<file path="src/hdl/lbpg_pkg.sv">
// Shared types, mode codes and flash timing tables for the LED blink generator.
`default_nettype none

package lbpg_pkg;

  localparam int DUR_BITS = 16;

  typedef enum logic [2:0] {
    MODE_FLASH5 = 3'd0,
    MODE_FLASH2 = 3'd1,
    MODE_FLASH1 = 3'd2,
    MODE_SLOW   = 3'd3,
    MODE_ON     = 3'd4,
    MODE_OFF    = 3'd5,
    MODE_TIMED  = 3'd6,
    MODE_IDLE   = 3'd7
  } mode_t;

  // Per-channel control for one beat out of the input register.
  typedef struct packed {
    logic                step;
    logic                tick;
    logic                cmd;
    mode_t               mode;
    logic [DUR_BITS-1:0] duration;
  } chan_ctl_t;

  function automatic logic [7:0] start_on(input logic [1:0] sel);
    logic [7:0] v;
    unique case (sel)
      2'd0: v = 8'd15;
      2'd1: v = 8'd30;
      2'd2: v = 8'd50;
      default: v = 8'd80;
    endcase
    return v;
  endfunction

  function automatic logic [7:0] start_off(input logic [1:0] sel);
    logic [7:0] v;
    unique case (sel)
      2'd0: v = 8'd5;
      2'd1: v = 8'd20;
      2'd2: v = 8'd50;
      default: v = 8'd120;
    endcase
    return v;
  endfunction

  function automatic logic [7:0] reload_on(input logic [1:0] sel);
    logic [7:0] v;
    unique case (sel)
      2'd0: v = 8'd15;
      2'd1: v = 8'd30;
      2'd2: v = 8'd80;
      default: v = 8'd100;
    endcase
    return v;
  endfunction

  function automatic logic [7:0] reload_off(input logic [1:0] sel);
    logic [7:0] v;
    unique case (sel)
      2'd0: v = 8'd5;
      2'd1: v = 8'd20;
      2'd2: v = 8'd20;
      default: v = 8'd100;
    endcase
    return v;
  endfunction

endpackage

`default_nettype wire

</file>
<file path="src/hdl/lbpg_channel.sv">
// One LED channel: mode, on/off counters and drive level, updated per beat.
`default_nettype none

module lbpg_channel
  import lbpg_pkg::*;
#(
  parameter int COUNT_BITS = 16
) (
  input  wire logic      clk,
  input  wire logic      rst,
  input  wire chan_ctl_t ctl,
  output logic           lit
);

  mode_t                 mode;
  mode_t                 mode_next;
  logic [COUNT_BITS-1:0] on_count;
  logic [COUNT_BITS-1:0] on_count_next;
  logic [COUNT_BITS-1:0] off_count;
  logic [COUNT_BITS-1:0] off_count_next;
  logic                  lit_next;
  logic [COUNT_BITS-1:0] on_dec;

  assign on_dec = on_count - COUNT_BITS'(1);

  always_comb begin
    mode_next      = mode;
    on_count_next  = on_count;
    off_count_next = off_count;
    lit_next       = lit;
    if (ctl.step && ctl.tick) begin
      if (!mode[2]) begin
        if (on_count != '0) begin
          on_count_next = on_dec;
          if (on_dec == '0) lit_next = 1'b0;
        end else if (off_count != '0) begin
          off_count_next = off_count - COUNT_BITS'(1);
        end else begin
          on_count_next  = COUNT_BITS'(reload_on(mode[1:0]));
          off_count_next = COUNT_BITS'(reload_off(mode[1:0]));
          lit_next       = 1'b1;
        end
      end else if (mode == MODE_TIMED) begin
        if (on_count == '0) begin
          lit_next  = 1'b0;
          mode_next = MODE_IDLE;
        end else begin
          on_count_next = on_dec;
        end
      end
    end else if (ctl.step && ctl.cmd && (ctl.mode != mode)) begin
      mode_next = ctl.mode;
      unique case (ctl.mode)
        MODE_FLASH5, MODE_FLASH2, MODE_FLASH1, MODE_SLOW: begin
          lit_next       = 1'b1;
          on_count_next  = COUNT_BITS'(start_on(ctl.mode[1:0]));
          off_count_next = COUNT_BITS'(start_off(ctl.mode[1:0]));
        end
        MODE_ON:    lit_next = 1'b1;
        MODE_OFF:   lit_next = 1'b0;
        MODE_TIMED: begin
          lit_next      = 1'b1;
          on_count_next = COUNT_BITS'(ctl.duration);
        end
        default: ;  // idle: keep level and counts
      endcase
    end
  end

  always_ff @(posedge clk) begin
    if (rst) begin
      mode      <= MODE_IDLE;
      on_count  <= '0;
      off_count <= '0;
      lit       <= 1'b0;
    end else begin
      mode      <= mode_next;
      on_count  <= on_count_next;
      off_count <= off_count_next;
      lit       <= lit_next;
    end
  end

endmodule

`default_nettype wire

</file>
<file path="src/hdl/led_blink_pattern_generator_unit.sv">
// Throughput: one item per cycle unless a result beat stalls; input register, then channel update into result.
// The LED levels live in the channel state registers and form the result payload.
// Result stall holds both stages; input stalls only if both are full and result stalls.
// Reset (rst, synchronous): all channels idle, counts zero, LEDs off, no beat pending.
`default_nettype none

module led_blink_pattern_generator_unit
  import lbpg_pkg::*;
#(
  parameter int CHANNELS   = 2,
  parameter int COUNT_BITS = 16
) (
  input  wire logic                clk,
  input  wire logic                rst,
  input  wire logic                item_valid,
  output logic                     item_stall,
  input  wire logic                func,
  input  wire logic                channel,
  input  wire logic [2:0]          mode,
  input  wire logic [DUR_BITS-1:0] duration,
  output logic                     result_valid,
  input  wire logic                result_stall,
  output logic                     led0_lit,
  output logic                     led1_lit
);

  logic                s1_valid;
  logic                s1_func;
  logic                s1_channel;
  logic [2:0]          s1_mode;
  logic [DUR_BITS-1:0] s1_duration;
  logic                advance;
  logic                accept;
  logic [CHANNELS-1:0] lit;

  assign advance    = !result_valid || !result_stall;
  assign item_stall = s1_valid && !advance;
  assign accept     = item_valid && !item_stall;

  always_ff @(posedge clk) begin
    if (rst) begin
      s1_valid     <= 1'b0;
      result_valid <= 1'b0;
    end else begin
      if (advance) begin
        result_valid <= s1_valid;
      end
      // Load the input stage whenever it is empty or drains.
      if (advance || !s1_valid) begin
        s1_valid <= item_valid;
      end
    end
  end

  // Payload of the input stage; hold while stalled.
  always_ff @(posedge clk) begin
    if (accept) begin
      s1_func     <= func;
      s1_channel  <= channel;
      s1_mode     <= mode;
      s1_duration <= duration;
    end
  end

  for (genvar c = 0; c < CHANNELS; c++) begin : g_chan
    chan_ctl_t ctl;

    always_comb begin
      ctl.step     = s1_valid && advance;
      ctl.tick     = !s1_func;
      ctl.cmd      = s1_func && (int'(s1_channel) == c);
      ctl.mode     = mode_t'(s1_mode);
      ctl.duration = s1_duration;
    end

    lbpg_channel #(
      .COUNT_BITS(COUNT_BITS)
    ) u_chan (
      .clk(clk),
      .rst(rst),
      .ctl(ctl),
      .lit(lit[c])
    );
  end

  assign led0_lit = lit[0];

  if (CHANNELS > 1) begin : g_led1
    assign led1_lit = lit[1];
  end else begin : g_no_led1
    assign led1_lit = 1'b0;
  end

endmodule

`default_nettype wire

</file>
<file path="config.mk">
export PLATFORM = sky130hd
export DESIGN_NAME = led_blink_pattern_generator_unit
export DESIGN_NICKNAME = d
export VERILOG_FILES = /design/src/hdl/lbpg_pkg.sv /design/src/hdl/lbpg_channel.sv /design/src/hdl/led_blink_pattern_generator_unit.sv
export SDC_FILE = /design/constraint.sdc
export NUM_CORES = 1
export LEC_CHECK = 0
export BUFFER_PORTS_ARGS = -buffer_cell sky130_fd_sc_hd__buf_2
export CAP_MARGIN = 20
export CORE_MARGIN = 2
export CORE_UTILIZATION = 65
export CTS_CLUSTER_DIAMETER = 60
export DETAILED_ROUTE_END_ITERATION = 7
export HOLD_SLACK_MARGIN = 0.02
export PLACE_DENSITY = 0.81
export SLEW_MARGIN = 10
export SYNTH_ARGS = -nofsm -noshare
export SYNTH_HDL_FRONTEND = slang
export SYNTH_SLANG_ARGS = --single-unit
export TNS_END_PERCENT = 10
</file>
<file path="constraint.sdc">
create_clock -name clk -period 6 [get_ports clk]
set_clock_uncertainty 0.15 [all_clocks]
set_input_delay 0.6 -clock clk [delete_from_list [all_inputs] [get_ports clk]]
set_output_delay 0.6 -clock clk [all_outputs]
set_load 0.03 [all_outputs]
</file>
==> impl_metrics.ini, run 1 <==
[die]
start_util = 0.665
rows = 34
die_x_um = 98.0
coreArea_sq_um = 8640
dieArea_sq_um = 9600
io_pins = 29
fp.dieH_um = 98.0

[power_and_ir_drop]
ir_worst_vdd_v = 0.000175
finalPower_mw = 1.37
p_per_area_nw_per_um2 = 225
p_leak_nw = 2.26

[setup_path]
crit_path_end_kind = register
critPathMaxFanout = 13
crit_arrival_ns = 3.48
r2r_cells = 9
rrSetupSlack_ns = 2.60
required_ns = 6.08
slowest_delay_ns = 0.76
critPathLaunchType = register
r2r_end = g_chan[1].u_chan.off_count[3]$_SDFFE_PP0P_
setup.worst_path.class = register to register
critPathSlowestCell = o22ai_1
cp_cell_sequence = inv_1 -> ha_1 -> or3b_1 -> nor3_4 -> nand2_1 -> o22ai_1 -> o21ai_0 -> a22oi_1 -> nor2_1
r2r-start = g_chan[1].u_chan.on_count[0]$_SDFFE_PP0P_

[drt]
drtAntennaViolNets = 0
wirelength_mm = 14.4
drc_errors = 0
via_per_inst = 6.69
drt_iter0_markers = 468
wl_per_cell_um = 17.5
drt_first_pass_iters = 5
dr_total_vias = 5499

[synth]
ys_ff_latch = 95
synth_xor_area_frac = 0.0473
yosys.area.top_type = dfxtp_1
synth_common_cells = 96 x nor2_1, 74 x dfxtp_1, 55 x nand2_1
muxShareOfSynthArea = 0.0122
synth_top_area_share = 0.258
synth_area_leaders = dfxtp_1 26%, edfxtp_1 11%, nor2_1 6.3%, o21ai_0 4.5%, a21oi_1 3.9%
ys_seq_area_frac = 0.368
synthArstFlopShare = 0
postSynthCellCount = 706
synthSimpleGateAreaFrac = 0.281
avgSynthCellArea_sq_um = 8.13
synthAdderAreaFrac = 0.0392
synth_fp_nets = 749
synth.distinct_cells = 75
synth_compound_area_frac = 0.207
yosys_warnings = 0
synth_top_family_by_area = simple AND/OR/NAND/NOR gates
yosysMostFrequentCell = nor2_1
ys.flop_type = dfxtp_1
synth.cell_area_sq_um = 5740
synth-edff-count = 21

[cells_and_area]
areaGrowthSynthToFinish_pct = 5.86
fin_area_sq_um = 6080
nets = 752
post-route-util = 0.704
antenna_cells = 0
drive_gt1_frac = 0.0994

[timing]
final_max_slew_viol_count = 0
finalCritPeriodShare = 0.566
relSlewSlack = 0.307
holdWs_ns = 0.253
hold_viol_final = 0
rsz0062_at_grt = false
worst_slew_pin_slew_ns = 1.03
setup_viol = 0
period_needed_ns = 3.40
final.setup.tns_ns = 0
fmax_mhz = 294

[clocking]
clock-sinks = 95
cts_tree = done
path_clk_slew_ns = 0.10
cts_setup_buffers = 0
cts_root_buffer = clkbuf_8
cts_resized = 0
numCtsBuffers = 9
cts_max_level = 3
clock_latency_ns = 0.37
cts_buffer_depth = 2
cts-hold-fix-buffers = 0

[grt]
grt_max_degree = 65
track_usage = 0.300
grt_pass1_vias = 4862
grt_pass1_wl_mm = 23.7
antenna_found_initial = 0
overflow = 0

[min_path]
hold_path_class = input pin to register
worstHoldStart = duration[11]
worstHoldEndpoint = s1_duration[11]$_DFFE_PP_
hold_depth = 1

[placement]
dpl_cell_area_sq_um = 5860
port_buffers = 28
routabilityCongestion = 0.954
dpl.hpwl_mm = 10.0

[flow_run]
drv_cap = 0

[run_status]
outcome = finished, final reports clean
## worst max path at each step
stage / from / slack, ns / endpoint
final: g_chan[1].u_chan.on_count[0]$_SDFFE_PP0P_ / 2.60 / g_chan[1].u_chan.off_count[3]$_SDFFE_PP0P_
after global routing: g_chan[1].u_chan.on_count[0]$_SDFFE_PP0P_ / 2.24 / g_chan[1].u_chan.off_count[3]$_SDFFE_PP0P_
after CTS: g_chan[0].u_chan.off_count[2]$_SDFFE_PP0P_ / 2.59 / g_chan[0].u_chan.on_count[3]$_SDFFE_PP0P_
after detailed placement: result_stall / 2.57 / g_chan[1].u_chan.on_count[10]$_SDFFE_PP0P_
after global placement: g_chan[1].u_chan.on_count[0]$_SDFFE_PP0P_ / 2.69 / g_chan[1].u_chan.off_count[3]$_SDFFE_PP0P_
after floorplan: g_chan[1].u_chan.on_count[0]$_SDFFE_PP0P_ / 3.22 / g_chan[1].u_chan.lit$_SDFFE_PP0P_
## flip-flops by register name, indices dropped and copies added, names as in the netlist
register	count
g_chan.u_chan.off_count	32
g_chan.u_chan.on_count	32
s1_duration	16
g_chan.u_chan.mode	6
s1_mode	3
g_chan.u_chan.lit	2
result_valid	1
s1_channel	1
s1_func	1
s1_valid	1
## kinds of logic (layout without fill, tap and decap cells)
family / count (synthesis) / after routing
AND/OR/NAND/NOR: 311 / 311
flip-flops: 95 / 95
XOR/XNOR: 31 / 31
AO/OA/AOI/OAI: 183 / 183
multiplexers: 7 / 7
buffers and inverters: 61 / 69
adder cells (fa/ha/maj): 18 / 18
## critical path, delay by kind of cell (launching register included)
family	cells	cell delay, ns
flip-flops	1	0.38
buffers and inverters	1	0.10
AO/OA/AOI/OAI	3	1.15
AND/OR/NAND/NOR	4	1.27
adder cells (fa/ha/maj)	1	0.23
## through the flow
stage	cells	setup WS (ns)
5_1_grt	822	2.24
2_1_floorplan	706	3.22
6_report	822	2.60
4_1_cts	819	2.59
3_5_place_dp	803	2.57
3_3_place_gp	803	2.69
## layer usage
layer,wire (um),GRT usage
met1,6460,0.439
met2,6430,0.456
met3,1220,0.0494
met4,253,0.0876
met5,0,0.0205
## cell usage in the layout, fill, tap and decap left out, types with 11 or more instances in the layout
cell type / synthesis / layout
nor2_1: 96 / 96
dfxtp_1: 74 / 74
buf_2: 14 / 28
nor3_1: 42 / 42
nand2_1: 55 / 55
a21oi_1: 45 / 45
edfxtp_1: 21 / 21
inv_1: 17 / 17
nor4_1: 24 / 24
nand3_1: 19 / 19
nand2b_1: 11 / 11
ha_1: 18 / 18
o21ai_0: 52 / 52
xnor2_1: 23 / 23
## area by class of cell
type	count	area (sq um)
multi-input combinational	550	3370
fill	696	2560
sequential	95	2110
timing repair buffer	36	208
tap	108	135
clock buffer	10	128
inverter	17	63.8
clock inverter	6	61.3
## report_power, final
| part | switching, mW | internal [mW] | total [mW] |
|---|---|---|---|
| sequential | 0.0249 | 0.673 | 0.698 |
| combinational | 0.160 | 0.0933 | 0.253 |
| clock | 0.227 | 0.191 | 0.418 |
Power figures use the tool's default switching activity.
==> inputs of run 2 (changes only) <==
- CORE_UTILIZATION: 65 -> 62
- PLACE_DENSITY: 0.81 -> 0.78
- clock period: 6 -> 3.5 ns (I/O delays scaled with it)
==> run 2 against run 1 <==
Power rose by 75%. Global-route usage increased by 0.58 points. Final area grew 4.8%. Critical path depth unchanged. Worst hold slack got worse by 0.19 ns. Wire length grew 5.8%. Largest cell class unchanged.
==> impl_metrics.ini, run 2 (synthesis gave the netlist of run 1 again) <==
[timing]
hold_viol_final = 0
fmax_mhz = 330
layout_setup_ws_ns = 0.467
period_needed_ns = 3.03
final_max_slew_viol_count = 0
final.setup.tns_ns = 0
rsz0062_at_grt = false
worst_slew_pin_slew_ns = 1.04
finalCritPeriodShare = 0.867
relSlewSlack = 0.301
setup_viol = 0

[setup_path]
critPathSlowestCell = or4b_2
slowest_delay_ns = 0.68
required_ns = 3.59
crit_path_end_kind = register
cp_common_cell = o21ai_0
setup.worst_path.class = register to register
critPathLaunchType = register
crit_arrival_ns = 3.13
cp_cell_sequence = inv_1 -> ha_1 -> or3b_1 -> nor3_1 -> xor2_1 -> or4b_2 -> o31a_1 -> o21ai_0 -> o21ai_0
critPathMaxFanout = 7

[run_status]
outcome = finished, final reports clean

[clocking]
path_clk_slew_ns = 0.09
cts_tree = done
cts_root_buffer = clkbuf_8
cts_max_level = 3
clock_latency_ns = 0.37
cts_resized = 0
clock-sinks = 95
numCtsBuffers = 9
cts_buffer_depth = 2

[drt]
drc_errors = 0
drtAntennaViolNets = 0
wl_per_cell_um = 17.7
drt_iter0_markers = 429
via_per_inst = 6.47
dr_total_vias = 5552
wirelength_mm = 15.2
drt_first_pass_iters = 5

[power_and_ir_drop]
clock_power_share = 0.307
comb_power_share = 0.194
p_leak_nw = 2.40
netSwitchingPower_uw = 727
p_per_area_nw_per_um2 = 376
intPower_mw = 1.66
ir_worst_vdd_v = 0.000365
netSwitchingFraction = 0.304
p_seq_frac = 0.500
finalPower_mw = 2.39

[grt]
grt_pass1_wl_mm = 24.8
grt_pass1_vias = 5252
antenna_found_initial = 0
track_usage = 0.305
overflow = 0
grt_max_degree = 32

[placement]
dp_slack_ns = 0.609
dpl.hpwl_mm = 10.3
port_buffers = 28
routabilityCongestion = 0.957
dp_cells = 820
dpl_cell_area_sq_um = 5970

[die]
start_util = 0.630
fp.dieH_um = 100
io_pins = 29
die_x_um = 100
dieArea_sq_um = 10000
coreArea_sq_um = 9110
rows = 35

[min_path]
hold_path_class = input pin to register

[cells_and_area]
areaGrowthSynthToFinish_pct = 10.9
drive_gt1_frac = 0.110
nets = 784
reg_top3 = g_chan.u_chan.off_count (32), g_chan.u_chan.on_count (32), s1_duration (16)
final_cell_mix = 96 x nor2_1, 74 x dfxtp_1, 55 x nand2_1, 52 x o21ai_0, 45 x a21oi_1
fin_area_sq_um = 6370
fin_cells = 858
layout_commonest_cell = nor2_1
regArea_sq_um = 2110
multi_input_area_sq_um = 3370
fillers = 729

[flow_run]
drv_cap = 0
## run 2: metal layers
| layer | global-route usage | up-vias | wire (um) |
|---|---|---|---|
| met2 | 0.488 | 267 | 6990 |
| met3 | 0.0550 | 24 | 1260 |
| li1 | - | 2659 | - |
| met1 | 0.421 | 2602 | 6720 |
| met4 | 0.0969 | 0 | 218 |
| met5 | 0 | - | 0 |
## run 2: per-stage QoR
stage	util	hold WS, ns
2_1_floorplan	-	0.290
3_3_place_gp	0.655	0.305
3_5_place_dp	0.655	0.318
4_1_cts	0.699	0.0548
5_1_grt	0.699	0.0669
6_report	0.699	0.0648
## run 2: worst max-delay path, delay by kind of cell (launching register included)
family | cells | cell delay, ns
simple gates | 3 | 1.37
buf+inv | 1 | 0.10
fa+ha+maj | 1 | 0.22
flops | 1 | 0.38
xor+xnor | 1 | 0.11
compound gates | 3 | 0.58
## run 2: final cells by class
cell class                 instances  share of cell area
inverter                          17              0.0100
antenna                            1            0.000393
timing repair buffer              68              0.0774
sequential                        95               0.332
clock inverter                     6             0.00943
clock buffer                      10              0.0200
multi-input combinational        550               0.529
tap                              111              0.0218
## run 2: power by group through the flow
| stage | clock network, mW | registers [mW] | logic, mW |
|---|---|---|---|
| floorplan | 0 | 1.20 | 0.339 |
| global placement | 0 | 1.22 | 0.425 |
| detailed placement | 0 | 1.22 | 0.431 |
| CTS | 0.734 | 1.19 | 0.453 |
| global route | 0.775 | 1.20 | 0.507 |
| finish | 0.733 | 1.20 | 0.463 |
## run 2: worst paths after layout
| kind | start | end | slack [ns] | cells past startpoint |
|---|---|---|---|---|
| worst min-delay path | item_valid | s1_valid$_SDFFE_PP0N_ | 0.06 | 3 |
| worst max-delay path | g_chan[1].u_chan.on_count[0]$_SDFFE_PP0P_ | g_chan[1].u_chan.lit$_SDFFE_PP0P_ | 0.47 | 9 |
| worst min register to register | g_chan[0].u_chan.off_count[15]$_SDFFE_PP0P_ | g_chan[0].u_chan.off_count[15]$_SDFFE_PP0P_ | 0.33 | 2 |
| worst max register to register | g_chan[1].u_chan.on_count[0]$_SDFFE_PP0P_ | g_chan[1].u_chan.lit$_SDFFE_PP0P_ | 0.47 | 9 |
## run 2: what timing repair did
action,in CTS,in global routing
hold endpoints to repair,21,0
hold buffers,21,0
buffers inserted,0,0
==> inputs of run 3 (changes only) <==
- ABC_AREA: unset -> 0
- CORE_MARGIN: 2 -> 5
- PLACE_DENSITY: 0.78 -> 0.77
- SYNTH_HIERARCHICAL: unset -> 1
==> run 3 against run 2 <==
Wire length up 5.5%. Worst setup slack worse by 0.075 ns. Register-to-register slack got worse by 0.08 ns. Critical path depth unchanged. Clock power decreased by 2%. Combinational power fell by 1%. Largest cell class unchanged. Highest routed layer unchanged.
==> impl_metrics.ini, run 3 <==
[run_status]
outcome = finished, final reports clean

[die]
rows = 36
coreArea_sq_um = 9640
io_pins = 29
dieArea_sq_um = 11800
fp.dieH_um = 109
start_util = 0.625
die_x_um = 109

[drt]
drt_iter0_markers = 445
wirelength_mm = 16.0
dr_total_vias = 5831
drt_first_pass_iters = 5
via_per_inst = 6.28
wl_per_cell_um = 17.3
drc_errors = 0
drtAntennaViolNets = 0

[timing]
rsz0062_at_grt = false
holdWs_ns = 0.0809
final.setup.tns_ns = 0
setup_viol = 0
finalCritPeriodShare = 0.888
period_needed_ns = 3.11
fmax_mhz = 322
relSlewSlack = 0.574
worst_slew_pin_slew_ns = 0.638
final_max_slew_viol_count = 0
hold_viol_final = 0

[setup_path]
setup.worst_path.class = register to register
rrSetupSlack_ns = 0.39
required_ns = 3.63
critPathMaxFanout = 19
critPathSlowestCell = or4b_4
slowest_delay_ns = 0.54
critPathLaunchType = register
crit_path_end_kind = register
cp_cell_sequence = inv_1 -> ha_1 -> or4b_4 -> or2_1 -> nor2_1 -> nand3_1 -> nand3_2 -> a221oi_1 -> a211oi_1
crit_arrival_ns = 3.24

[cells_and_area]
reg_top3 = g_chan.u_chan/off_count (32), g_chan.u_chan/on_count (32), s1_duration (16)
nets = 833
final_cell_mix = 94 x nor2_1, 74 x dfxtp_1, 68 x nand2_1, 63 x a21oi_1, 52 x o21ai_0
layout_commonest_cell = nor2_1
drive_gt1_frac = 0.114
fillers = 812
areaGrowthSynthToFinish_pct = 10.3
antenna_cells = 0

[synth]
synth_top_family_by_area = simple AND/OR/NAND/NOR gates
synth.distinct_cells = 74
synth_compound_area_frac = 0.248
synthAdderAreaFrac = 0.0374
avgSynthCellArea_sq_um = 7.94
yosysMostFrequentCell = nor2_1
yosys_warnings = 6
yosys.area.top_type = dfxtp_1
synth.cell_area_sq_um = 6030
muxShareOfSynthArea = 0.0133
ys.flop_type = dfxtp_1
synth_fp_nets = 802
synthSimpleGateAreaFrac = 0.258
ys_ff_latch = 95
synth_common_cells = 95 x nor2_1, 74 x dfxtp_1, 68 x nand2_1
synth_top_area_share = 0.246
ys_seq_area_frac = 0.350
synthArstFlopShare = 0
synth-edff-count = 21
synth_xor_area_frac = 0.0349
postSynthCellCount = 759
synth_area_leaders = dfxtp_1 25%, edfxtp_1 10%, nor2_1 5.9%, a21oi_1 5.2%, o21ai_0 4.3%

[placement]
routabilityCongestion = 0.914
port_buffers = 28
dpl.hpwl_mm = 11.4

[flow_run]
drv_cap = 0

[clocking]
numCtsBuffers = 9
cts_max_level = 3
cts_root_buffer = clkbuf_8
path_clk_slew_ns = 0.09
cts_tree = done
cts_setup_buffers = 0
cts_buffer_depth = 2
clock_latency_ns = 0.37
clock-sinks = 95

[power_and_ir_drop]
intPower_mw = 1.67
netSwitchingFraction = 0.296
clock_power_share = 0.302
comb_power_share = 0.193
netSwitchingPower_uw = 701
p_leak_nw = 2.49
p_per_area_nw_per_um2 = 356
ir_worst_vdd_v = 0.000270
p_seq_frac = 0.505

[grt]
grt_pass1_vias = 5467
overflow = 0
track_usage = 0.284
grt_pass1_wl_mm = 26.7
grt_max_degree = 37
antenna_found_initial = 0

[min_path]
hold_path_class = input pin to register
==> run 3: final cells by class <==
type	instances	area, sq um	area share
Multi-Input combinational cell	586	3570	0.537
Sequential cell	95	2110	0.318
Timing Repair Buffer	68	500	0.0753
Tap cell	133	166	0.0250
Clock buffer	9	124	0.0186
Inverter	30	113	0.0169
Clock inverter	7	63.8	0.00960
==> run 3: cell families (layout without fill, tap and decap cells) <==
group                    count (synthesis)  in the layout
adder cells (fa/ha/maj)                 18             18
XOR/XNOR                                24             24
flip-flops                              95             95
multiplexers                             8              8
buffers and inverters                   78            114
AO/OA/AOI/OAI                          228            228
AND/OR/NAND/NOR                        308            308
==> run 3: final timing paths <==
check                                                                 start                                          end  depth (start not counted)
worst max-delay path              g_chan[1].u_chan/on_count[0]$_SDFFE_PP0P_   g_chan[1].u_chan/on_count[10]$_SDFFE_PP0P_                          9
worst min-delay path                                             item_valid                        s1_valid$_SDFFE_PP0P_                          3
worst max register to register    g_chan[1].u_chan/on_count[0]$_SDFFE_PP0P_   g_chan[1].u_chan/on_count[10]$_SDFFE_PP0P_                          9
worst min register to register  g_chan[0].u_chan/off_count[11]$_SDFFE_PP0P_  g_chan[0].u_chan/off_count[11]$_SDFFE_PP0P_                          2
==> run 3: what timing repair did <==
item / in CTS / in global routing
gates resized for setup: 0 / 0
hold buffers: 21 / 0
hold endpoints to repair: 21 / 0
==> run 3: worst max-delay path: cells and delay by family, from the launching register on <==
family / cells / cell delay (ns)
buffers and inverters: 1 / 0.09
and+or+nand+nor: 5 / 1.73
DFF: 1 / 0.36
adders and majority gates: 1 / 0.36
AOI/OAI and AO/OA: 2 / 0.34
==> run 3: metrics by stage <==
stage	instance area (sq um)	total power, mW	utilization	std cells	setup WS (ns)
floorplan	6030	1.53	-	759	0.666
global placement	6240	1.64	0.647	890	0.525
detailed placement	6240	1.65	0.647	890	0.440
CTS	6630	2.37	0.688	927	0.427
global route	6650	2.48	0.690	928	0.176
finish	6650	2.37	0.690	928	0.392
==> run 3: power groups by stage <==
| stage | logic (mW) | clock network, mW | registers [mW] |
|---|---|---|---|
| after global routing | 0.501 | 0.776 | 1.20 |
| after detailed placement | 0.428 | 0 | 1.22 |
| after CTS | 0.449 | 0.729 | 1.19 |
| after floorplan | 0.329 | 0 | 1.20 |
| final | 0.457 | 0.716 | 1.20 |
| after global placement | 0.418 | 0 | 1.22 |
==> run 3: metal layers <==
metal	vias up	track usage	share of wire
li1	2836	-	-
met1	2748	0.380	0.43
met2	221	0.470	0.49
met3	26	0.0525	0.069
met4	0	0.0821	0.017
met5	-	0	0
